<file path="config.mk">
export PLATFORM = sky130hd
export DESIGN_NAME = heart_rate_phase_gate_average_unit_flat
export DESIGN_NICKNAME = d
export VERILOG_FILES = /design/src/design/hrpg_pkg.sv /design/src/design/hrpg_req_if.sv /design/src/design/hrpg_rsp_if.sv /design/src/design/hrpg_ram.sv /design/src/design/hrpg_ctrl.sv /design/src/design/hrpg_dpath.sv /design/src/design/heart_rate_phase_gate_average_unit.sv /design/src/flat_wrapper.sv
export SDC_FILE = /design/constraint.sdc
export NUM_CORES = 1
export LEC_CHECK = 0
export ABC_AREA = 1
export BUFFER_PORTS_ARGS = -buffer_cell sky130_fd_sc_hd__buf_2
export CORE_ASPECT_RATIO = 0.6
export CORE_UTILIZATION = 50
export DETAILED_ROUTE_END_ITERATION = 8
export GPL_TIMING_DRIVEN = 0
export PLACE_DENSITY = 0.67
export SKIP_LAST_GASP = 1
export SYNTH_ARGS = -nofsm -noshare
export SYNTH_HDL_FRONTEND = slang
export SYNTH_SLANG_ARGS = --single-unit
</file>
<file path="constraint.sdc">
create_clock -name clock -period 3.9 [get_ports clock]
set_input_delay 0.585 -clock clock [delete_from_list [all_inputs] [get_ports clock]]
set_output_delay 0.585 -clock clock [all_outputs]
set_load 0.01 [all_outputs]
</file>
<file path="src/design/hrpg_pkg.sv">
// Package for the heart-rate phase-gate average unit.
// Holds field widths, register indexes, reset values, controller states
// and the command and status structs. Depends on nothing.
package hrpg_pkg;

   localparam int PHASE_W = 16;
   localparam int LIMIT_W = 15;
   localparam int RATE_W = 12;
   localparam int CSR_INDEX_W = 2;
   localparam int CSR_DATA_W = 15;

   localparam int RING_DEPTH_DEFAULT = 10;

   localparam logic [LIMIT_W-1:0] PHASE_LIMIT_RESET = 15'd3277;
   localparam logic [RATE_W-1:0] RATE_LOW_RESET = 12'd640;
   localparam logic [RATE_W-1:0] RATE_HIGH_RESET = 12'd1920;

   typedef enum logic [CSR_INDEX_W-1:0] {
      REG_PHASE_LIMIT = 2'd0,
      REG_RATE_LOW = 2'd1,
      REG_RATE_HIGH = 2'd2
   } hrpg_reg_type;

   typedef enum logic [2:0] {
      ST_IDLE,
      ST_CHECK,
      ST_UPDATE,
      ST_DIVIDE,
      ST_RESPOND
   } hrpg_state_type;

   typedef struct packed {
      logic load;
      logic check;
      logic update;
      logic div_step;
   } hrpg_cmd_type;

   typedef struct packed {
      logic store;
      logic div_done;
   } hrpg_status_type;

endpackage

</file>
<file path="src/design/hrpg_req_if.sv">
// Request channel interface: heart phase sample with an optional rate.
// Depends on hrpg_pkg for the field widths.
interface hrpg_req_if;
   logic valid;
   logic ready;
   logic signed [hrpg_pkg::PHASE_W-1:0] phase_sample;
   logic rate_present;
   logic [hrpg_pkg::RATE_W-1:0] raw_rate;

   modport source (output valid, phase_sample, rate_present, raw_rate, input ready);
   modport sink (input valid, phase_sample, rate_present, raw_rate, output ready);
endinterface

</file>
<file path="src/design/hrpg_rsp_if.sv">
// Response channel interface: phase verdict and averaged rate.
// Depends on hrpg_pkg for the field widths.
interface hrpg_rsp_if;
   logic valid;
   logic ready;
   logic phase_ok;
   logic rate_valid;
   logic [hrpg_pkg::RATE_W-1:0] rate_mean;

   modport source (output valid, phase_ok, rate_valid, rate_mean, input ready);
   modport sink (input valid, phase_ok, rate_valid, rate_mean, output ready);
endinterface

</file>
<file path="src/design/hrpg_ram.sv">
// Generic single-write, single-read RAM with a registered read port.
// Depends on nothing.
module hrpg_ram #(
   parameter int WIDTH = 12,
   parameter int DEPTH = 10
) (
   input  logic                                 clock,
   input  logic                                 wr_en,
   input  logic [(DEPTH > 1 ? $clog2(DEPTH) : 1)-1:0] wr_addr,
   input  logic [WIDTH-1:0]                     wr_data,
   input  logic                                 rd_en,
   input  logic [(DEPTH > 1 ? $clog2(DEPTH) : 1)-1:0] rd_addr,
   output logic [WIDTH-1:0]                     rd_data
);

   logic [WIDTH-1:0] mem_ff [DEPTH];
   logic [WIDTH-1:0] rd_data_ff;

   always_ff @(posedge clock) begin
      if (wr_en) begin
         mem_ff[wr_addr] <= wr_data;
      end
      if (rd_en) begin
         rd_data_ff <= mem_ff[rd_addr];
      end
   end

   assign rd_data = rd_data_ff;

endmodule

</file>
<file path="src/design/hrpg_ctrl.sv">
// Controller for the heart-rate phase-gate average unit.
// Sequences load, phase check, ring update, divide and response.
// Depends on hrpg_pkg.
module hrpg_ctrl (
   input  logic                      clock,
   input  logic                      reset,
   input  logic                      req_valid,
   output logic                      req_ready,
   output logic                      rsp_valid,
   input  logic                      rsp_ready,
   input  hrpg_pkg::hrpg_status_type status,
   output hrpg_pkg::hrpg_cmd_type    cmd
);

   hrpg_pkg::hrpg_state_type state_ff, state_in;

   always_ff @(posedge clock) begin
      if (reset) begin
         state_ff <= hrpg_pkg::ST_IDLE;
      end else begin
         state_ff <= state_in;
      end
   end

   always_comb begin
      state_in = state_ff;
      cmd = '0;
      req_ready = 1'b0;
      rsp_valid = 1'b0;
      case (state_ff)
         hrpg_pkg::ST_IDLE: begin
            req_ready = 1'b1;
            if (req_valid) begin
               cmd.load = 1'b1;
               state_in = hrpg_pkg::ST_CHECK;
            end
         end
         hrpg_pkg::ST_CHECK: begin
            cmd.check = 1'b1;
            state_in = status.store ? hrpg_pkg::ST_UPDATE : hrpg_pkg::ST_RESPOND;
         end
         hrpg_pkg::ST_UPDATE: begin
            cmd.update = 1'b1;
            state_in = hrpg_pkg::ST_DIVIDE;
         end
         hrpg_pkg::ST_DIVIDE: begin
            cmd.div_step = 1'b1;
            if (status.div_done) begin
               state_in = hrpg_pkg::ST_RESPOND;
            end
         end
         hrpg_pkg::ST_RESPOND: begin
            rsp_valid = 1'b1;
            if (rsp_ready) begin
               state_in = hrpg_pkg::ST_IDLE;
            end
         end
         default: begin
            state_in = hrpg_pkg::ST_IDLE;
         end
      endcase
   end

endmodule

</file>
<file path="src/design/hrpg_dpath.sv">
// Datapath for the heart-rate phase-gate average unit: settings registers,
// phase gate, rate ring with running sum and count, and a restoring divider.
// Depends on hrpg_pkg and hrpg_ram.
module hrpg_dpath #(
   parameter int RING_DEPTH = hrpg_pkg::RING_DEPTH_DEFAULT
) (
   input  logic                                  clock,
   input  logic                                  reset,
   input  logic                                  csr_we,
   input  logic [hrpg_pkg::CSR_INDEX_W-1:0]      csr_index,
   input  logic [hrpg_pkg::CSR_DATA_W-1:0]       csr_wdata,
   input  logic signed [hrpg_pkg::PHASE_W-1:0]   phase_sample,
   input  logic                                  rate_present,
   input  logic [hrpg_pkg::RATE_W-1:0]           raw_rate,
   input  hrpg_pkg::hrpg_cmd_type                cmd,
   output hrpg_pkg::hrpg_status_type             status,
   output logic                                  phase_ok,
   output logic                                  rate_valid,
   output logic [hrpg_pkg::RATE_W-1:0]           rate_mean
);

   localparam int SLOT_W = (RING_DEPTH > 1) ? $clog2(RING_DEPTH) : 1;
   localparam int CNT_W = $clog2(RING_DEPTH + 1);
   localparam int SUM_W = hrpg_pkg::RATE_W + CNT_W;
   localparam int STEP_W = $clog2(SUM_W);
   localparam int PW = hrpg_pkg::PHASE_W;
   localparam int RW = hrpg_pkg::RATE_W;
   localparam int LW = hrpg_pkg::LIMIT_W;

   // Settings registers.
   logic [LW-1:0] phase_limit_ff;
   logic [RW-1:0] rate_low_ff;
   logic [RW-1:0] rate_high_ff;

   always_ff @(posedge clock) begin
      if (reset) begin
         phase_limit_ff <= hrpg_pkg::PHASE_LIMIT_RESET;
         rate_low_ff <= hrpg_pkg::RATE_LOW_RESET;
         rate_high_ff <= hrpg_pkg::RATE_HIGH_RESET;
      end else if (csr_we) begin
         case (csr_index)
            hrpg_pkg::REG_PHASE_LIMIT: phase_limit_ff <= csr_wdata[LW-1:0];
            hrpg_pkg::REG_RATE_LOW: rate_low_ff <= csr_wdata[RW-1:0];
            hrpg_pkg::REG_RATE_HIGH: rate_high_ff <= csr_wdata[RW-1:0];
            default: begin
            end
         endcase
      end
   end

   // Captured transaction.
   logic signed [PW-1:0] phase_ff;
   logic present_ff;
   logic [RW-1:0] rate_ff;

   always_ff @(posedge clock) begin
      if (cmd.load) begin
         phase_ff <= phase_sample;
         present_ff <= rate_present;
         rate_ff <= raw_rate;
      end
   end

   // Phase gate on a 17-bit difference.
   logic signed [PW-1:0] prior_ff;
   logic signed [PW:0] diff;
   logic [PW:0] mag;
   logic ok;
   logic store;

   assign diff = {phase_ff[PW-1], phase_ff} - {prior_ff[PW-1], prior_ff};
   assign mag = diff[PW] ? (~diff + 1'b1) : diff;
   assign ok = (prior_ff == '0) || (mag < {2'b00, phase_limit_ff});
   assign store = ok && present_ff && (rate_ff >= rate_low_ff) && (rate_ff <= rate_high_ff);

   logic ok_ff;
   logic store_ff;

   always_ff @(posedge clock) begin
      if (reset) begin
         prior_ff <= '0;
         ok_ff <= 1'b0;
         store_ff <= 1'b0;
      end else if (cmd.check) begin
         prior_ff <= phase_ff;
         ok_ff <= ok;
         store_ff <= store;
      end
   end

   // Ring storage. Entries past the write slot read as zero until the ring
   // has wrapped once, so no clearing pass is needed after reset.
   logic [SLOT_W-1:0] slot_ff;
   logic wrapped_ff;
   logic [RW-1:0] rd_data;
   logic [RW-1:0] old_rate;
   logic [SUM_W-1:0] sum_ff, sum_in;
   logic [CNT_W-1:0] count_ff, count_in;

   hrpg_ram #(
      .WIDTH(RW),
      .DEPTH(RING_DEPTH)
   ) u_ring (
      .clock  (clock),
      .wr_en  (cmd.update),
      .wr_addr(slot_ff),
      .wr_data(rate_ff),
      .rd_en  (cmd.check),
      .rd_addr(slot_ff),
      .rd_data(rd_data)
   );

   assign old_rate = wrapped_ff ? rd_data : '0;
   assign sum_in = sum_ff - SUM_W'(old_rate) + SUM_W'(rate_ff);
   assign count_in = count_ff - CNT_W'(old_rate != '0) + CNT_W'(rate_ff != '0);

   always_ff @(posedge clock) begin
      if (reset) begin
         slot_ff <= '0;
         wrapped_ff <= 1'b0;
         sum_ff <= '0;
         count_ff <= '0;
      end else if (cmd.update) begin
         sum_ff <= sum_in;
         count_ff <= count_in;
         if (slot_ff == SLOT_W'(RING_DEPTH - 1)) begin
            slot_ff <= '0;
            wrapped_ff <= 1'b1;
         end else begin
            slot_ff <= slot_ff + 1'b1;
         end
      end
   end

   // Restoring divider, one quotient bit per cycle. The dividend register
   // shifts out its top bit and takes the quotient bit in at the bottom.
   logic [SUM_W-1:0] dvd_ff;
   logic [CNT_W-1:0] rem_ff;
   logic [STEP_W-1:0] step_ff;
   logic [CNT_W:0] rem_shift;
   logic rem_ge;

   assign rem_shift = {rem_ff, dvd_ff[SUM_W-1]};
   assign rem_ge = rem_shift >= {1'b0, count_ff};

   always_ff @(posedge clock) begin
      if (cmd.update) begin
         dvd_ff <= sum_in;
         rem_ff <= '0;
         step_ff <= STEP_W'(SUM_W - 1);
      end else if (cmd.div_step) begin
         dvd_ff <= {dvd_ff[SUM_W-2:0], rem_ge};
         rem_ff <= rem_ge ? CNT_W'(rem_shift - {1'b0, count_ff}) : rem_shift[CNT_W-1:0];
         step_ff <= step_ff - 1'b1;
      end
   end

   assign status.store = store;
   assign status.div_done = (step_ff == '0);

   assign phase_ok = ok_ff;
   assign rate_valid = store_ff && (count_ff != '0);
   assign rate_mean = rate_valid ? dvd_ff[RW-1:0] : '0;

   // The nonzero count never exceeds the depth, nor the writes before wrap.
   a_count_le_depth: assert property (@(posedge clock) disable iff (reset)
      count_ff <= CNT_W'(RING_DEPTH))
      else $error("nonzero count exceeds ring depth");

   a_count_le_slot: assert property (@(posedge clock) disable iff (reset)
      !wrapped_ff |-> (CNT_W'(slot_ff) >= count_ff))
      else $error("nonzero count exceeds written entries before wrap");

   a_store_needs_ok: assert property (@(posedge clock) disable iff (reset)
      store_ff |-> ok_ff)
      else $error("rate stored without phase acceptance");

   a_update_advances: assert property (@(posedge clock) disable iff (reset)
      cmd.update |=> (slot_ff != $past(slot_ff)) || (RING_DEPTH == 1))
      else $error("write slot did not advance after update");

endmodule

</file>
<file path="src/design/heart_rate_phase_gate_average_unit.sv">
// Heart-rate phase-gate average unit: top level joining controller,
// datapath and ring memory. Depends on hrpg_pkg, hrpg_req_if, hrpg_rsp_if,
// hrpg_ctrl and hrpg_dpath.
//
// Usage: a request transaction carries a heart phase sample and an optional
// raw rate; each request yields exactly one response transaction with the
// phase verdict and, when a rate was stored, the mean of the nonzero ring
// entries. Settings are written through the csr port while the unit is idle.
// The unit holds one transaction at a time. A request whose rate is not
// stored goes from the check state straight to the response state. A
// stored rate updates the ring, running sum and count, then runs a
// restoring divider that yields one quotient bit per cycle over
// 12 + clog2(RING_DEPTH + 1) bits before the response is offered. The
// next request is accepted in the cycle after the response is taken.
// While the receiver stalls, the response is held steady and no request is
// accepted. Reset restores the default settings, clears the prior phase,
// the write slot and the running sum; ring entries not yet written read as
// zero, so no clearing pass follows reset.
module heart_rate_phase_gate_average_unit #(
   parameter int RING_DEPTH = hrpg_pkg::RING_DEPTH_DEFAULT
) (
   input  logic                             clock,
   input  logic                             reset,
   input  logic                             csr_we,
   input  logic [hrpg_pkg::CSR_INDEX_W-1:0] csr_index,
   input  logic [hrpg_pkg::CSR_DATA_W-1:0]  csr_wdata,
   hrpg_req_if.sink                         req_ch,
   hrpg_rsp_if.source                       rsp_ch
);

   hrpg_pkg::hrpg_cmd_type cmd;
   hrpg_pkg::hrpg_status_type status;

   hrpg_ctrl u_ctrl (
      .clock    (clock),
      .reset    (reset),
      .req_valid(req_ch.valid),
      .req_ready(req_ch.ready),
      .rsp_valid(rsp_ch.valid),
      .rsp_ready(rsp_ch.ready),
      .status   (status),
      .cmd      (cmd)
   );

   hrpg_dpath #(
      .RING_DEPTH(RING_DEPTH)
   ) u_dpath (
      .clock       (clock),
      .reset       (reset),
      .csr_we      (csr_we),
      .csr_index   (csr_index),
      .csr_wdata   (csr_wdata),
      .phase_sample(req_ch.phase_sample),
      .rate_present(req_ch.rate_present),
      .raw_rate    (req_ch.raw_rate),
      .cmd         (cmd),
      .status      (status),
      .phase_ok    (rsp_ch.phase_ok),
      .rate_valid  (rsp_ch.rate_valid),
      .rate_mean   (rsp_ch.rate_mean)
   );

endmodule

</file>
<file path="src/flat_wrapper.sv">
// flat-port wrapper written by rule: the top's interface ports become plain ports
module heart_rate_phase_gate_average_unit_flat 
#(
   parameter int RING_DEPTH = hrpg_pkg::RING_DEPTH_DEFAULT
)
  (clock, reset, csr_we, csr_index, csr_wdata, req_ch_valid, req_ch_phase_sample, req_ch_rate_present, req_ch_raw_rate, req_ch_ready, rsp_ch_valid, rsp_ch_phase_ok, rsp_ch_rate_valid, rsp_ch_rate_mean, rsp_ch_ready);
  hrpg_req_if req_ch_i ();
  hrpg_rsp_if rsp_ch_i ();
  input  logic clock;
  input  logic reset;
  input  logic csr_we;
  input  logic [hrpg_pkg::CSR_INDEX_W-1:0] csr_index;
  input  logic [hrpg_pkg::CSR_DATA_W-1:0] csr_wdata;
  input wire logic [$bits(req_ch_i.valid)-1:0] req_ch_valid;
  input wire logic [$bits(req_ch_i.phase_sample)-1:0] req_ch_phase_sample;
  input wire logic [$bits(req_ch_i.rate_present)-1:0] req_ch_rate_present;
  input wire logic [$bits(req_ch_i.raw_rate)-1:0] req_ch_raw_rate;
  output wire logic [$bits(req_ch_i.ready)-1:0] req_ch_ready;
  output wire logic [$bits(rsp_ch_i.valid)-1:0] rsp_ch_valid;
  output wire logic [$bits(rsp_ch_i.phase_ok)-1:0] rsp_ch_phase_ok;
  output wire logic [$bits(rsp_ch_i.rate_valid)-1:0] rsp_ch_rate_valid;
  output wire logic [$bits(rsp_ch_i.rate_mean)-1:0] rsp_ch_rate_mean;
  input wire logic [$bits(rsp_ch_i.ready)-1:0] rsp_ch_ready;
  assign req_ch_i.valid = req_ch_valid;
  assign req_ch_i.phase_sample = req_ch_phase_sample;
  assign req_ch_i.rate_present = req_ch_rate_present;
  assign req_ch_i.raw_rate = req_ch_raw_rate;
  assign req_ch_ready = req_ch_i.ready;
  assign rsp_ch_valid = rsp_ch_i.valid;
  assign rsp_ch_phase_ok = rsp_ch_i.phase_ok;
  assign rsp_ch_rate_valid = rsp_ch_i.rate_valid;
  assign rsp_ch_rate_mean = rsp_ch_i.rate_mean;
  assign rsp_ch_i.ready = rsp_ch_ready;
  heart_rate_phase_gate_average_unit #(.RING_DEPTH(RING_DEPTH)) u_core (.clock(clock), .reset(reset), .csr_we(csr_we), .csr_index(csr_index), .csr_wdata(csr_wdata), .req_ch(req_ch_i), .rsp_ch(rsp_ch_i));
endmodule
</file>
### Word level (Yosys, flattened, before mapping)

Memories as Yosys holds them, arrays and structs flattened. A register that Yosys moved wholly into a read port is not among the register bits.
Cells that the tools add are included.

| storage, ports and cells | value |
|---|---|
| ROM bits | 0 |
| memories | 1 |
| bits in latches | 0 |
| bits in writable memories | 120 |
| flip-flop bits (word level) | 138 |

| cells by class | value |
|---|---|
| muxes and demuxes | 21 |
| equality and inequality tests | 10 |
| multiply operators | 0 |
| div/mod/pow operators | 0 |
| order comparisons | 4 |
| reductions and logical operators | 18 |
| bitwise operators | 1 |
| shift-type cells | 0 |
| add/sub/neg operators | 9 |

Memories:

| memory | depth | bits a word | rd ports | clocked after Yosys merged registers in | wr ports | RTL line | text |
|---|---|---|---|---|---|---|---|
| u_core.u_dpath.u_ring.mem_ff | 10 | 12 | 1 | 1 | 1 | hrpg_ram.sv:16 | `logic [WIDTH-1:0] mem_ff [DEPTH];` |

Operators by type and width:

| operator | number |
|---|---|
| 16-bit two-way mux | 2 |
| 12-bit two-way mux | 2 |
| 12-bit nonzero test | 2 |
| 17-bit by 1-bit adder with 17-bit output (second input constant) | 1 |
| 17-bit by 15-bit less-than comparator with 1-bit output | 1 |
| 17-bit two-way mux | 1 |
| 17-bit inverter | 1 |
| 16-bit by 16-bit subtractor with 17-bit output | 1 |
| 16-bit by 12-bit adder with 16-bit output | 1 |
| 16-bit zero test | 1 |
| 16-bit by 12-bit subtractor with 16-bit output | 1 |
| 3-bit one-hot mux with 5 select lines | 1 |
| 12-bit >= comparator | 1 |
| 12-bit less-or-equal comparator | 1 |
| 3-bit two-way mux | 4 |
| 1-bit two-way mux | 9 |
| 4-bit two-way mux | 2 |
| 2-bit AND reduction | 4 |
| 3-bit by 2-bit == test with 1-bit output (second input constant) | 2 |
| 5-bit by 4-bit >= comparator with 1-bit output | 1 |
| 4-bit by 1-bit adder with 4-bit output | 1 |
| 4-bit by 1-bit adder with 4-bit output (second input constant) | 1 |
| 4-bit == test (second input constant) | 1 |
| 1-bit logical AND | 4 |
| other kinds (16) | 17 |

### Longest topological paths before layout

Gate-level depths: netlist (run 1).

| logic depth | value |
|---|---|
| depth after elaboration | 11 |
| gate-level depth with buffers | 29 |

### Cells and area by module

A second synthesis (run 1) with hierarchy kept.

| second synthesis, totals | value |
|---|---|
| cells, all modules | 1672 |
| area total of the unflattened synthesis | 14332.5 um^2 |

By module, submodules not included:

| module | cells an instance | seq. area each (um^2) | times used | area an instance (um^2) |
|---|---|---|---|---|
| hrpg_dpath | 1145 | 3153.0 | 1 | 8613.3 |
| hrpg_ram | 491 | 3963.8 | 1 | 5505.3 |
| hrpg_ctrl | 36 | 60.1 | 1 | 214.0 |

### Worst setup path before layout (run 1)

No wires, ideal clock.

| path | value |
|---|---|
| path kind | register -> register |
| start point | register u_core.u_dpath.phase_ff[0] |
| end point | register u_core.u_ctrl.state_ff[1] |
| data arrival time | 3.361 ns |
| setup slack | 0.431 ns |
| buffers on the path | 1 |
| stages on the path, launching flop included | 29 |
| path through | edfxtp_1 -> inv_1 -> ha_1 -> fa_1 -> inv_1 -> nand3_1 -> nand3_2 -> nand3_1 -> nand3_2 -> nand2_1 -> nand3_2 -> xor2_1 -> buf_2 -> nand2_1 -> xor2_1 -> inv_1 -> ha_1 -> nand3_1 -> o211a_1 -> o21ai_0 -> nand2_1 -> a21oi_1 -> nor2_1 -> nand3_2 -> nand2_2 -> nand3_2 -> nand3_2 -> nand2_1 -> inv_1 |

| between the ends | value |
|---|---|
| cells in the longest elaborated chain, start to end | 11 |

Ends and longest elaborated chain:

| item | RTL line | text |
|---|---|---|
| from (decl) | hrpg_dpath.sv:52 | `logic signed [PW-1:0] phase_ff;` |
| from (signal assigned) | hrpg_dpath.sv:58 | `phase_ff <= phase_sample;` |
| 16-bit by 16-bit subtractor with 17-bit output * | hrpg_dpath.sv:71 | `assign diff = {phase_ff[PW-1], phase_ff} - {prior_ff[PW-1], prior_ff};` |
| 17-bit inverter | hrpg_dpath.sv:72 | `assign mag = diff[PW] ? (~diff + 1'b1) : diff;` |
| 17-bit by 1-bit adder with 17-bit output | hrpg_dpath.sv:72 |  |
| 17-bit two-way mux * | hrpg_dpath.sv:72 |  |
| 17-bit by 15-bit less-than comparator with 1-bit output * | hrpg_dpath.sv:73 | `assign ok = (prior_ff == '0) \|\| (mag < {2'b00, phase_limit_ff});` |
| 1-bit logical OR * | hrpg_dpath.sv:73 |  |
| 1-bit logical AND * (3 in a row) | hrpg_dpath.sv:74 | `assign store = ok && present_ff && (rate_ff >= rate_low_ff) && (rate_ff <= rate_high_ff);` |
| 3-bit two-way mux * | hrpg_ctrl.sv:40 | `state_in = status.store ? hrpg_pkg::ST_UPDATE : hrpg_pkg::ST_RESPOND;` |
| 3-bit one-hot mux with 5 select lines * | hrpg_ctrl.sv:30 | `case (state_ff)` |
| to (signal assigned) | hrpg_ctrl.sv:19 | `state_ff <= hrpg_pkg::ST_IDLE;` |
| to (signal assigned) | hrpg_ctrl.sv:21 | `state_ff <= state_in;` |
| to (decl) | hrpg_ctrl.sv:15 | `hrpg_pkg::hrpg_state_type state_ff, state_in;` |

Every way passes the cells marked *; elsewhere a longest branch is shown, timed or not.
A chain may end at the register's enable or synchronous reset.

### Worst setup path in the final report (run 1)

| path | value |
|---|---|
| start point | register u_core.u_dpath.phase_ff[11] |
| end point | register u_core.u_ctrl.state_ff[2] |

Same word-level chain as after synthesis.

==> results by group, run 1 <==
Run status
  • Run status: completed

Power and ir drop
  • Net Sw Frac: 39.8%
  • Cell Int Power: 6.86 mW
  • Leak pwr: 6.65 nW
  • Total power: 11.4 mW
  • Pwr/cell area: 723 mW/mm^2
  • Switching power: 4.54 mW
  • Worst vdd ir: 0.456 mV
  • Combinational Power Share: 45.0%
  • Clock power share: 22.4%
  • Sequential power share: 32.6%

GRT
  • Largest net degree at the start of global routing: 18
  • Grt total ovfl: 0
  • Vias in the first global route: 9961
  • Gr usage total: 25.7%
  • First-pass GRT wire length: 55200 microns
  • Initial antenna violation count: 1

STA
  • RSZ-0062 raised after global routing: true
  • Final Hold Viols: 0
  • Max Transition Viols Final: 0
  • Clock Skew: 0.0216 ns
  • Highest clock rate: 269 MHz
  • # setup viols final: 0
  • Slew margin rel.: 5.88%
  • Minimum clock period: 3.72 ns
  • Period utilisation layout: 95.4%
  • Final setup margin: 0.180 ns
  • Worst-margin pin slew: 1.41 ns

Worst setup path
  • Reg2Reg Launch Point: u_core.u_dpath.phase_ff[11]
  • CP Capture Type: flip-flop
  • Max FO, Critical Path: 5
  • CP required: 4.34 ns
  • Arrival @ worst endpoint: 4.16 ns
  • Worst R2R End: u_core.u_ctrl.state_ff[2]
  • Flop-to-flop setup slack: 0.18 ns
  • Crit path kind: flip-flop to flip-flop
  • Reg2Reg Depth: 23
  • CP Launch Type: flip-flop

Finish
  • Fin util: 59.0%
  • Layout cell share with drive strength beyond 1: 12.4%
  • Layout area overhead: 14.9%
  • # nets final: 1743
  • Diodes inserted: 0
  • Most common cell after layout, fill and taps aside: nand2_1
  • Most frequent cells in the layout: nand2_1 (279), inv_1 (233), edfxtp_1 (177)

Floorplan
  • Full die area: 0.0281 sq mm
  • Die Wd: 216 microns
  • Std cell rows: 46
  • # IOs: 67
  • Core Region: 0.0267 sq mm
  • Starting density of the core: 51.4%
  • Die height: 130 microns

Logic synthesis
  • Distinct cells, synth: 41
  • Yosys top cell by area: edfxtp_1
  • Sequential-to-total area share from yosys stat: 52.3%
  • Syn_area_per_cell: 9.27 sq um
  • Synth top area cells: edfxtp_1 (39%), dfxtp_1 (14%), nand2_1 (7.7%)
  • Cells after synthesis: 1481
  • Post-Syn Nets: 1628
  • Mapped cell area: 0.0137 sq mm
  • Synth Register Bits: 270
  • Syn. warnings: 0
  • Yosys top cell area share: 38.7%

Route
  • Total number of vias: 10800
  • Via density: 5.49
  • DRT Pass-1 Iters: 5
  • Remaining antenna violation count after routing: 0
  • Total wire length: 36100 microns
  • WL/cell: 18.2 microns
  • 1st-iter DRT viols: 1262
  • Post-route DRC: 0

Flow run
  • Max-Cap Viols: 0

Min path
  • Hold WC Path Type: input port to flip-flop
  • Worst Min Path Start: req_ch_phase_sample[5]
  • Hold depth: 1
  • Hold endpoint: u_core.u_dpath.phase_ff[5]

Clock tree
  • Max H-tree Level: 1
  • Hold buffer count at cts: 0
  • CTS Buffer Depth: 3
  • Clk slew on worst S/H paths: 0.06 ns
  • CTS tree: done
  • Worst skew pair latency: 0.55 ns
  • CTS Sinks: 270
  • Root Driver: clkbuf_16
  • Total CTS buffers: 26

Placement
  • Port Buffers: 66
  • DP Worst Slack: -0.177 ns
  • Routability Congestion: 0.901
  • Post-detail-place hpwl: 26900 microns
-- logic make-up after synthesis --
family,count (synthesis),share of synthesized area [%]
flip-flops,270,52.3
AND/OR/NAND/NOR,494,15.3
adder cells (fa/ha/maj),96,9.57
XOR/XNOR,23,1.47
AO/OA/AOI/OAI,318,13.5
buffers and inverters,280,7.93
-- metal layers --
layer / vias up / track usage [%] / wire [microns] / share of wire, %
met3: 42 / 4.43 / 3480 / 9.7
met2: 411 / 34.9 / 13900 / 39
met1: 5155 / 42.0 / 18100 / 50
li1: 5238 / - / - / -
met5: - / 0 / 0 / 0
met4: 0 / 4.59 / 537 / 1.5
-- power by group through the flow --
| stage | Clock, mW | Combinational [mW] | Sequential, mW |
|---|---|---|---|
| after floorplan | 0 | 3.24 | 3.66 |
| after global placement | 0 | 4.13 | 3.78 |
| after detailed placement | 0 | 4.36 | 3.77 |
| after CTS | 2.58 | 4.63 | 3.72 |
| after global routing | 2.69 | 5.71 | 3.74 |
| final | 2.55 | 5.13 | 3.71 |
-- repair_timing --
action | CTS | global route
buffers inserted | 4 | 13
setup endpoints to repair | 4 | 11
pin swaps | 16 | 16
cloned | 1 | 0
resized for setup | 22 | 24
hold endpoints to repair | 0 | 0
-- metrics by stage --
stage	setup TNS [ns]	std cells	hold WS (ns)	area, sq um
final	0	1976	0.207	15800
after detailed placement	-0.589	1911	0.456	14600
after global placement	-14.63	1907	0.449	14500
after CTS	0	1964	0.197	15600
after floorplan	0	1481	0.429	13700
after global routing	-0.0693	1976	0.199	15800
-- synth_stat cells --
library cell,number
o211a_1,1
ha_1,81
a31oi_1,2
a221oi_1,1
a21oi_4,1
edfxtp_1,177
a22oi_1,48
buf_6,2
nand3b_1,1
a21oi_2,1
clkinv_1,3
fa_1,15
nor3_1,13
nand3_2,8
inv_2,2
inv_1,236
o2111ai_1,1
a21oi_1,116
nor2_1,99
a211oi_1,5
a21boi_0,1
o21ai_0,104
clkbuf_8,2
nand3_1,51
nand2_1,280
nor2_2,3
o21a_1,1
a21o_1,5
clkbuf_1,33
o21bai_1,1
nand4_1,12
buf_2,2
o211ai_1,27
o31ai_1,3
nand2_2,13
nor4_1,9
or2_2,1
dfxtp_1,93
xor2_1,16
xnor2_1,7
and2_1,4
-- worst max-delay path, cell delays in order (launching register included) --
cell and delay (ns):
edfxtp_1 0.40, ha_1 0.40, nand2_1 0.09, nand2_1 0.10, nor2_2 0.20, nand3_2 0.13
nand2_2 0.10, nand3_4 0.11, xor2_4 0.19, buf_4 0.15, buf_6 0.12, o21ai_0 0.22
ha_1 0.27, a21oi_1 0.17, o211a_1 0.15, o21ai_1 0.07, nand2_1 0.08, a21oi_2 0.06
nor2_2 0.13, nand3_2 0.15, nand2_4 0.11, nand3_1 0.07, nand2_1 0.10, a21oi_2 0.05
-- area by class of cell --
class / instances / area (sq um)
Buffer: 38 / 186
Clock buffer: 37 / 776
Clock inverter: 11 / 83.8
Fill cell: 2356 / 10900
Inverter: 241 / 905
Multi-Input combinational cell: 931 / 5660
Sequential cell: 270 / 7180
Tap cell: 360 / 450
Timing Repair Buffer: 88 / 518
-- flip-flops by register name (all words and copies together), names as in the netlist, 4 cells and up --
signal                         flops
u_core.u_dpath.u_ring.mem_ff     120
u_core.u_dpath.dvd_ff             16
u_core.u_dpath.phase_ff           16
u_core.u_dpath.prior_ff           16
u_core.u_dpath.sum_ff             16
u_core.u_dpath.phase_limit_ff     15
u_core.u_dpath.rate_ff            12
u_core.u_dpath.rate_high_ff       12
u_core.u_dpath.rate_low_ff        12
u_core.u_dpath.u_ring.rd_data     12
u_core.u_dpath.count_ff            4
u_core.u_dpath.rem_ff              4
u_core.u_dpath.slot_ff             4
u_core.u_dpath.step_ff             4
-- how the worst max path moves through the flow --
| stage | startpoint | cells past startpoint | to |
|---|---|---|---|
| after global placement | req_ch_valid | 3 | u_core.u_dpath.rate_ff[9] |
| after CTS | u_core.u_dpath.phase_ff[0] | 24 | u_core.u_ctrl.state_ff[2] |
| after floorplan | u_core.u_dpath.phase_ff[0] | 28 | u_core.u_ctrl.state_ff[1] |
| after global routing | u_core.u_dpath.phase_ff[0] | 28 | u_core.u_ctrl.state_ff[1] |
| final | u_core.u_dpath.phase_ff[11] | 23 | u_core.u_ctrl.state_ff[2] |
| after detailed placement | u_core.u_dpath.phase_ff[0] | 28 | u_core.u_ctrl.state_ff[1] |
Note: power is estimated with default switching activity, not from simulation.
==> run 2: changes to the inputs <==
--- a/config.mk
+++ b/config.mk
@@ -15,4 +15,5 @@
 export SKIP_LAST_GASP = 1
 export SYNTH_ARGS = -nofsm -noshare
 export SYNTH_HDL_FRONTEND = slang
+export SYNTH_HIERARCHICAL = 1
 export SYNTH_SLANG_ARGS = --single-unit
==> run 2 against run 1 <==
Compared with the run above:
- combinational power shrank 7.6%
- the flow now finishes with violations (negative setup slack)
- largest power group unchanged
- area after synthesis up 4.4%
- critical endpoint is now u_core/u_ctrl/state_ff[2]
- core utilization grew 0.21 points
- critical path depth increased by 5
- clock-buffer cell count rose by 1
==> results by group, run 2 <==
Logic synthesis
  • Most frequent cell after synthesis: nand2_1
  • Sequential-to-total area share from yosys stat: 50.1% (-2.2 points)
  • Post-Syn Nets: 1819 (+12%)
  • Post-synth top cells: nand2_1 (353), inv_1 (313), edfxtp_1 (177)
  • Syn. warnings: 6 (+6)
  • Yosys top cell area share: 37.1% (-1.6 points)
  • Main synth FF type: edfxtp_1
  • Distinct cells, synth: 41 (unchanged)
  • Syn_area_per_cell: 8.57 sq um (-7.5%)
  • Mapped cell area: 0.0143 sq mm (+4.4%)
  • Synth top area cells: edfxtp_1 (37%), dfxtp_1 (13%), nand2_1 (9.2%)
  • EDFF count, synth: 177 (unchanged)
  • Yosys top cell by area: edfxtp_1
  • Share of flip-flops with an asynchronous set or reset: 0% (unchanged)
  • Synth Register Bits: 270 (unchanged)
  • Cells after synthesis: 1672 (+13%)

Worst setup path
  • Cell mode on critical path: nand2_1
  • Max FO, Critical Path: 7 (+2)
  • Arrival @ worst endpoint: 4.44 ns (+0.28 ns)
  • CP Launch Type: flip-flop
  • Worst R2R End: u_core/u_ctrl/state_ff[2]
  • Flop-to-flop setup slack: -0.1 ns (-0.27 ns)
  • Reg2Reg Depth: 28 (+22%)
  • CP max stage cell: edfxtp_1
  • Family with the most delay on the worst path: simple AND/OR/NAND/NOR gates
  • CP required: 4.34 ns (about the same)
  • CP peak stage delay: 0.47 ns (+0.07 ns)
  • Crit path buf inv count: 3 (+1)
  • CP Capture Type: flip-flop
  • Crit path kind: flip-flop to flip-flop
  • Reg2Reg Launch Point: u_core/u_dpath/phase_ff[2]

Finish
  • Layout cell share with drive strength beyond 1: 13.6% (+1.2 points)
  • Register area: 0.00718 sq mm (about the same)
  • Cell Count, Final, Fillers Out: 2173 (+10%)
  • Filler instances: 2436 (+3.4%)
  • Reg with most FFs: u_core/u_dpath/u_ring/mem_ff
  • Diodes inserted: 0 (unchanged)
  • Multi-input logic area: 0.00603 sq mm (+6.4%)
  • Fin util: 59.2% (+0.21 points)
  • # nets final: 1933 (+11%)
  • Number of flip-flops in the largest register: 120 (unchanged)
  • Final design area excluding fillers: 0.0165 sq mm (+4.7%)
  • Layout area overhead: 15.2%
  • Most common cell after layout, fill and taps aside: nand2_1
  • Most frequent cells in the layout: nand2_1 (343), inv_1 (311), edfxtp_1 (177)

Power and ir drop
  • Switching power: 4.32 mW (-4.8%)
  • Pwr/cell area: 662 mW/mm^2 (-8.5%)
  • Total power: 10.9 mW (-4.1%)
  • Leak pwr: 7.37 nW (+11%)
  • Sequential power share: 33.8% (+1.2 points)
  • Net Sw Frac: 39.6% (-0.25 points)
  • Worst vdd ir: 0.421 mV (-7.7%)
  • Combinational Power Share: 43.4% (-1.6 points)
  • Cell Int Power: 6.60 mW (-3.7%)
  • Clock power share: 22.8% (+0.4 points)

Min path
  • Hold WC Path Type: input port to flip-flop
  • Hold endpoint: u_core/u_dpath/rate_ff[10]
  • Hold depth: 1 (unchanged)
  • Worst Min Path Start: req_ch_raw_rate[10]

STA
  • TNS Setup: -0.150 ns (-0.150 ns)
  • Period utilisation layout: 102% (+7.0 points)
  • Minimum clock period: 4.00 ns (+0.275 ns)
  • RSZ-0062 raised after global routing: true
  • Final Hold Viols: 0 (unchanged)
  • Slew margin rel.: 9.59% (+3.7 points)
  • Worst-margin pin slew: 1.35 ns (-0.0554 ns)
  • Max Transition Viols Final: 0 (unchanged)
  • Clock Skew: 0.00959 ns (-0.0120 ns)
  • Worst hold slack: 0.211 ns (+0.00406 ns)
  • # setup viols final: 2 (+2)
  • Highest clock rate: 250 MHz (-6.9%)
  • Final setup margin: -0.0950 ns (-0.275 ns)

Floorplan
  • Die height: 133 microns (+2.2%)
  • Die Wd: 221 microns (+2.2%)
  • # IOs: 67 (unchanged)
  • Full die area: 0.0294 sq mm (+4.4%)
  • Starting density of the core: 51.4% (about the same)
  • Core Region: 0.0279 sq mm (+4.4%)
  • Std cell rows: 47 (+2.2%)

Route
  • DRT Pass-1 Iters: 5 (unchanged)
  • Met3 wire length: 3670 microns (+5.5%)
  • Total wire length: 38200 microns (+5.9%)
  • Via density: 5.42 (-1.3%)
  • Total number of vias: 11800 (+8.6%)
  • DR top layer: met4
  • Metal2 WL: 14900 microns (+7.1%)
  • Wire length on met1: 18900 microns (+4.3%)
  • Remaining antenna violation count after routing: 0 (unchanged)
  • 1st-iter DRT viols: 1084 (-14%)
  • WL/cell: 17.6 microns (-3.7%)
  • Post-route DRC: 0 (unchanged)

Clock tree
  • Total CTS buffers: 26 (unchanged)
  • Worst skew pair latency: 0.55 ns (about the same)
  • CTS Buffer Depth: 3 (unchanged)
  • Root Driver: clkbuf_16
  • Clk slew on worst S/H paths: 0.07 ns (about the same)
  • CTS tree: done
  • CTS Sinks: 270 (unchanged)
  • Max H-tree Level: 1 (unchanged)

GRT
  • Grt total ovfl: 0 (unchanged)
  • Largest net degree at the start of global routing: 20 (+2)
  • Initial antenna violation count: 0 (-1)
  • Vias in the first global route: 10700 (+7.8%)
  • Gr usage total: 26.1% (+0.49 points)
  • First-pass GRT wire length: 58600 microns (+6.1%)

Flow run
  • Max-Cap Viols: 0 (unchanged)

Placement
  • Post-detail-place hpwl: 28200 microns (+5.1%)
  • Routability Congestion: 0.897 (-0.48%)
  • Placed instance area: 0.0152 sq mm (+4.1%)
  • DP Worst Slack: -0.479 ns (-0.302 ns)
  • Port Buffers: 66 (unchanged)
  • Placed cells: 2108 (+10%)

Run status
  • Run status: finished, violations left
  • Violated checks: negative setup slack
## run 2: worst max-delay path by stage
stage / startpoint / endpoint / slack [ns] / cells past startpoint
after floorplan: u_core/u_dpath/phase_ff[0] / u_core/u_ctrl/state_ff[1] / 0.38 / 33
after global placement: req_ch_valid / u_core/u_dpath/rate_ff[6] / -0.48 / 3
after detailed placement: u_core/u_dpath/phase_ff[0] / u_core/u_ctrl/state_ff[2] / -0.48 / 32
after CTS: u_core/u_dpath/phase_ff[0] / u_core/u_ctrl/state_ff[2] / -0.0002 / 26
after global routing: u_core/u_dpath/phase_ff[0] / u_core/u_ctrl/state_ff[2] / -0.31 / 26
final: u_core/u_dpath/phase_ff[2] / u_core/u_ctrl/state_ff[2] / -0.1 / 28
## run 2: cell families after synthesis
logic type | share of synthesized area, %
AND/OR/NAND/NOR | 19.6
XOR/XNOR | 1.16
adder cells (fa/ha/maj) | 9.17
buffers and inverters | 10.4
flip-flops | 50.1
AO/OA/AOI/OAI | 9.60
## run 2: timing repair
action,4_1_cts,5_1_grt
hold buffers,0,0
pin swaps,29,34
endpoints found under the setup margin,4,15
gates resized for setup,37,46
buffers inserted,9,8
gates cloned,0,0
## run 2: area by class of cell
type,instances,area share [%]
sequential,270,43.5
buffer,46,1.54
tap,367,2.78
clock inverter,10,0.318
timing repair buffer,87,3.09
multi-input combinational,1029,36.5
inverter,326,7.50
clock buffer,38,4.78
## run 2: power groups by stage
stage	clock network [mW]	registers, mW	logic [mW]
after global placement	0	3.75	3.62
final	2.49	3.69	4.74
after CTS	2.54	3.70	4.13
after detailed placement	0	3.75	3.79
after floorplan	0	3.63	2.80
after global routing	2.64	3.72	5.21
## run 2: worst reg2reg max path, delay by kind of cell, from the launching register on
family                   cells  cell delay (ns)
XOR/XNOR                     1             0.19
buffers and inverters        3             0.32
adder cells (fa/ha/maj)      2             0.66
AND/OR/NAND/NOR             18             1.84
flip-flops                   1             0.47
AO/OA/AOI/OAI                4             0.40
## run 2: layer usage
layer / track usage [%] / vias up
met1: 42.3 / 5591
met2: 35.1 / 448
met3: 5.82 / 58
met4: 5.44 / 0
met5: 0 / -
li1: - / 5677
==> run 3: changes to the inputs <==
--- a/config.mk
+++ b/config.mk
@@ -6,12 +6,12 @@
 export NUM_CORES = 1
 export LEC_CHECK = 0
 export ABC_AREA = 1
-export BUFFER_PORTS_ARGS = -buffer_cell sky130_fd_sc_hd__buf_2
 export CORE_ASPECT_RATIO = 0.6
 export CORE_UTILIZATION = 50
 export DETAILED_ROUTE_END_ITERATION = 8
+export DONT_BUFFER_PORTS = 1
 export GPL_TIMING_DRIVEN = 0
-export PLACE_DENSITY = 0.67
+export RECOVER_POWER = 50
 export SKIP_LAST_GASP = 1
 export SYNTH_ARGS = -nofsm -noshare
 export SYNTH_HDL_FRONTEND = slang
==> run 3 against run 2 <==
Compared with the run above:
- clock power up 9.6%
- combinational power up 2%
- highest routed layer is now met5
- final cell count decreased by 2.4%
- fmax up 0.99%
- die area stayed put
- design area down 1.3%
- first-iteration DRC count increased by 1.8%
- the run ends with design-rule violations, negative setup slack left
- largest power group unchanged
- non-clock buffer count shrank 55
- register-to-register slack better by 0.04 ns
- sequential power is essentially flat
- critical path depth grew 2
- routed wire length shrank 0.31%
==> results by group, run 3 (synthesis results as in run 2) <==
Run status
  • Run status: finished, violations left
  • Violated checks: design-rule violations, negative setup slack

GRT
  • Gr usage total: 26.2% (about the same)
  • Grt total ovfl: 0 (unchanged)
  • Largest net degree at the start of global routing: 20 (unchanged)
  • Vias in the first global route: 10300 (-4.0%)
  • First-pass GRT wire length: 58200 microns (-0.75%)
  • Initial antenna violation count: 0 (unchanged)

Finish
  • Final design area excluding fillers: 0.0163 sq mm (-1.3%)
  • Diodes inserted: 0 (unchanged)
  • Most frequent cells in the layout: nand2_1 (338), inv_1 (311), edfxtp_1 (177)
  • Layout area overhead: 13.7%
  • Most common cell after layout, fill and taps aside: nand2_1
  • Reg with most FFs: u_core/u_dpath/u_ring/mem_ff
  • Layout cell share with drive strength beyond 1: 10.8% (-2.8 points)
  • # nets final: 1879 (-2.8%)
  • Number of flip-flops in the largest register: 120 (unchanged)

STA
  • TNS Setup: -0.0797 ns (+0.0702 ns)
  • # setup viols final: 2 (unchanged)
  • Clock Skew: 0.00841 ns (-0.00118 ns)
  • Max Transition Viols Final: 0 (unchanged)
  • RSZ-0062 raised after global routing: true
  • Period utilisation layout: 101% (-1.0 points)
  • Worst hold slack: 0.122 ns (-0.0890 ns)
  • Final setup margin: -0.0559 ns (+0.0391 ns)
  • Slew margin rel.: 16.3% (+6.7 points)
  • Minimum clock period: 3.96 ns (-0.0391 ns)
  • Worst-margin pin slew: 1.25 ns (-0.100 ns)
  • Final Hold Viols: 0 (unchanged)
  • Highest clock rate: 253 MHz (+0.99%)

Clock tree
  • Total CTS buffers: 27 (+3.8%)
  • Max H-tree Level: 1 (unchanged)
  • Clk slew on worst S/H paths: 0.07 ns (about the same)
  • CTS Buffer Depth: 3 (unchanged)
  • Hold buffer count at cts: 0 (unchanged)
  • CTS tree: done
  • Worst skew pair latency: 0.55 ns (about the same)
  • Root Driver: clkbuf_16
  • CTS Sinks: 270 (unchanged)

Worst setup path
  • Max FO, Critical Path: 5 (-2)
  • Crit path buf inv count: 4 (+1)
  • Reg2Reg Launch Point: u_core/u_dpath/phase_ff[12]
  • CP peak stage delay: 0.45 ns (-0.02 ns)
  • CP required: 4.35 ns (about the same)
  • Family with the most delay on the worst path: simple AND/OR/NAND/NOR gates
  • Arrival @ worst endpoint: 4.41 ns (-0.03 ns)
  • Crit path kind: flip-flop to flip-flop
  • Reg2Reg Depth: 30 (+7.1%)
  • CP Launch Type: flip-flop
  • Worst setup path start: u_core/u_dpath/phase_ff[12]
  • CP max stage cell: edfxtp_1
  • Flop-to-flop setup slack: -0.06 ns (+0.04 ns)
  • CP Capture Type: flip-flop
  • Cell mode on critical path: nand2_2
  • Worst R2R End: u_core/u_ctrl/state_ff[1]

Route
  • Post-route DRC: 1 (+1)
  • Total number of vias: 11300 (-3.9%)
  • Total wire length: 38100 microns (-0.31%)
  • Remaining antenna violation count after routing: 0 (unchanged)
  • WL/cell: 18.0 microns (+2.2%)
  • 1st-iter DRT viols: 1104 (+1.8%)
  • Via density: 5.34 (-1.5%)
  • DRT Pass-1 Iters: 7 (+2)

Power and ir drop
  • Leak pwr: 7.12 nW (-3.3%)
  • Pwr/cell area: 689 mW/mm^2 (+4.1%)
  • Total power: 11.2 mW (+2.8%)
  • Worst vdd ir: 0.543 mV (+29%)

Floorplan
  • Core Region: 0.0279 sq mm (unchanged)
  • # IOs: 67 (unchanged)
  • Die height: 133 microns (unchanged)
  • Starting density of the core: 51.4% (unchanged)
  • Std cell rows: 47 (unchanged)
  • Die Wd: 221 microns (unchanged)
  • Full die area: 0.0294 sq mm (unchanged)

Placement
  • Placed instance area: 0.0148 sq mm (-2.2%)
  • Routability Congestion: 0.972 (+8.3%)
  • Port Buffers: 0 (-100%)
  • Post-detail-place hpwl: 28300 microns (about the same)

Flow run
  • Max-Cap Viols: 0 (unchanged)

Min path
  • Worst Min Path Start: req_ch_phase_sample[12]
  • Hold endpoint: u_core/u_dpath/phase_ff[12]
  • Hold WC Path Type: input port to flip-flop
  • Hold depth: 0 (-1)
[run 3: cell types whose count changed in the layout (fill, tap and decap cells not counted), moves of 4 or more]
cell        previous run  this run
clkinvlp_4             0         5
buf_2                 70         4
clkbuf_8               5         0
nand2_1              343       338
clkbuf_1              30        39
nand2_2               22        26
[run 3: worst max path at each step]
stage | to | slack, ns | cells past startpoint
final | u_core/u_ctrl/state_ff[1] | -0.06 | 30
after global placement | u_core/u_dpath/rate_ff[2] | -0.76 | 2
after global routing | u_core/u_ctrl/state_ff[1] | -0.30 | 30
after CTS | u_core/u_ctrl/state_ff[2] | -0.08 | 33
after detailed placement | u_core/u_ctrl/state_ff[1] | -0.60 | 35
after floorplan | u_core/u_ctrl/state_ff[1] | 0.38 | 33
[run 3: routing by layer]
layer  share of wire [%]  GRT usage (%)
met1                  52           43.2
met2                  38           33.5
met3                 8.4           6.76
met4                 1.4           4.26
met5                0.36           4.00
[run 3: timing repair]
action | in CTS | in global routing
setup endpoints to repair | 5 | 9
pin swaps | 34 | 31
setup buffers | 21 | 12
resized for setup | 35 | 55
hold endpoints to repair | 0 | 0
[run 3: stage by stage]
step	setup slack (ns)	std cells	util [%]
CTS	-0.0801	2110	57.6
global route	-0.305	2120	58.5
finish	-0.0559	2120	58.5
detailed placement	-0.597	2042	53.2
global placement	-0.758	2039	53.1
floorplan	0.381	1672	-
[run 3: cell type report]
cell class                 instances  area, sq um
tap                              367          459
fill                            2518        11600
multi-input combinational       1029         6020
clock buffer                      32          737
sequential                       270         7180
buffer                            46          235
timing repair buffer              32          249
inverter                         326         1230
clock inverter                    18          194
[run 3: power breakdown]
group          internal [mW]  switching, mW  total [mW]
clock network           1.56           1.17        2.73
logic                   1.87           2.94        4.82
registers               3.42          0.265        3.68
total                   6.86           4.37        11.2
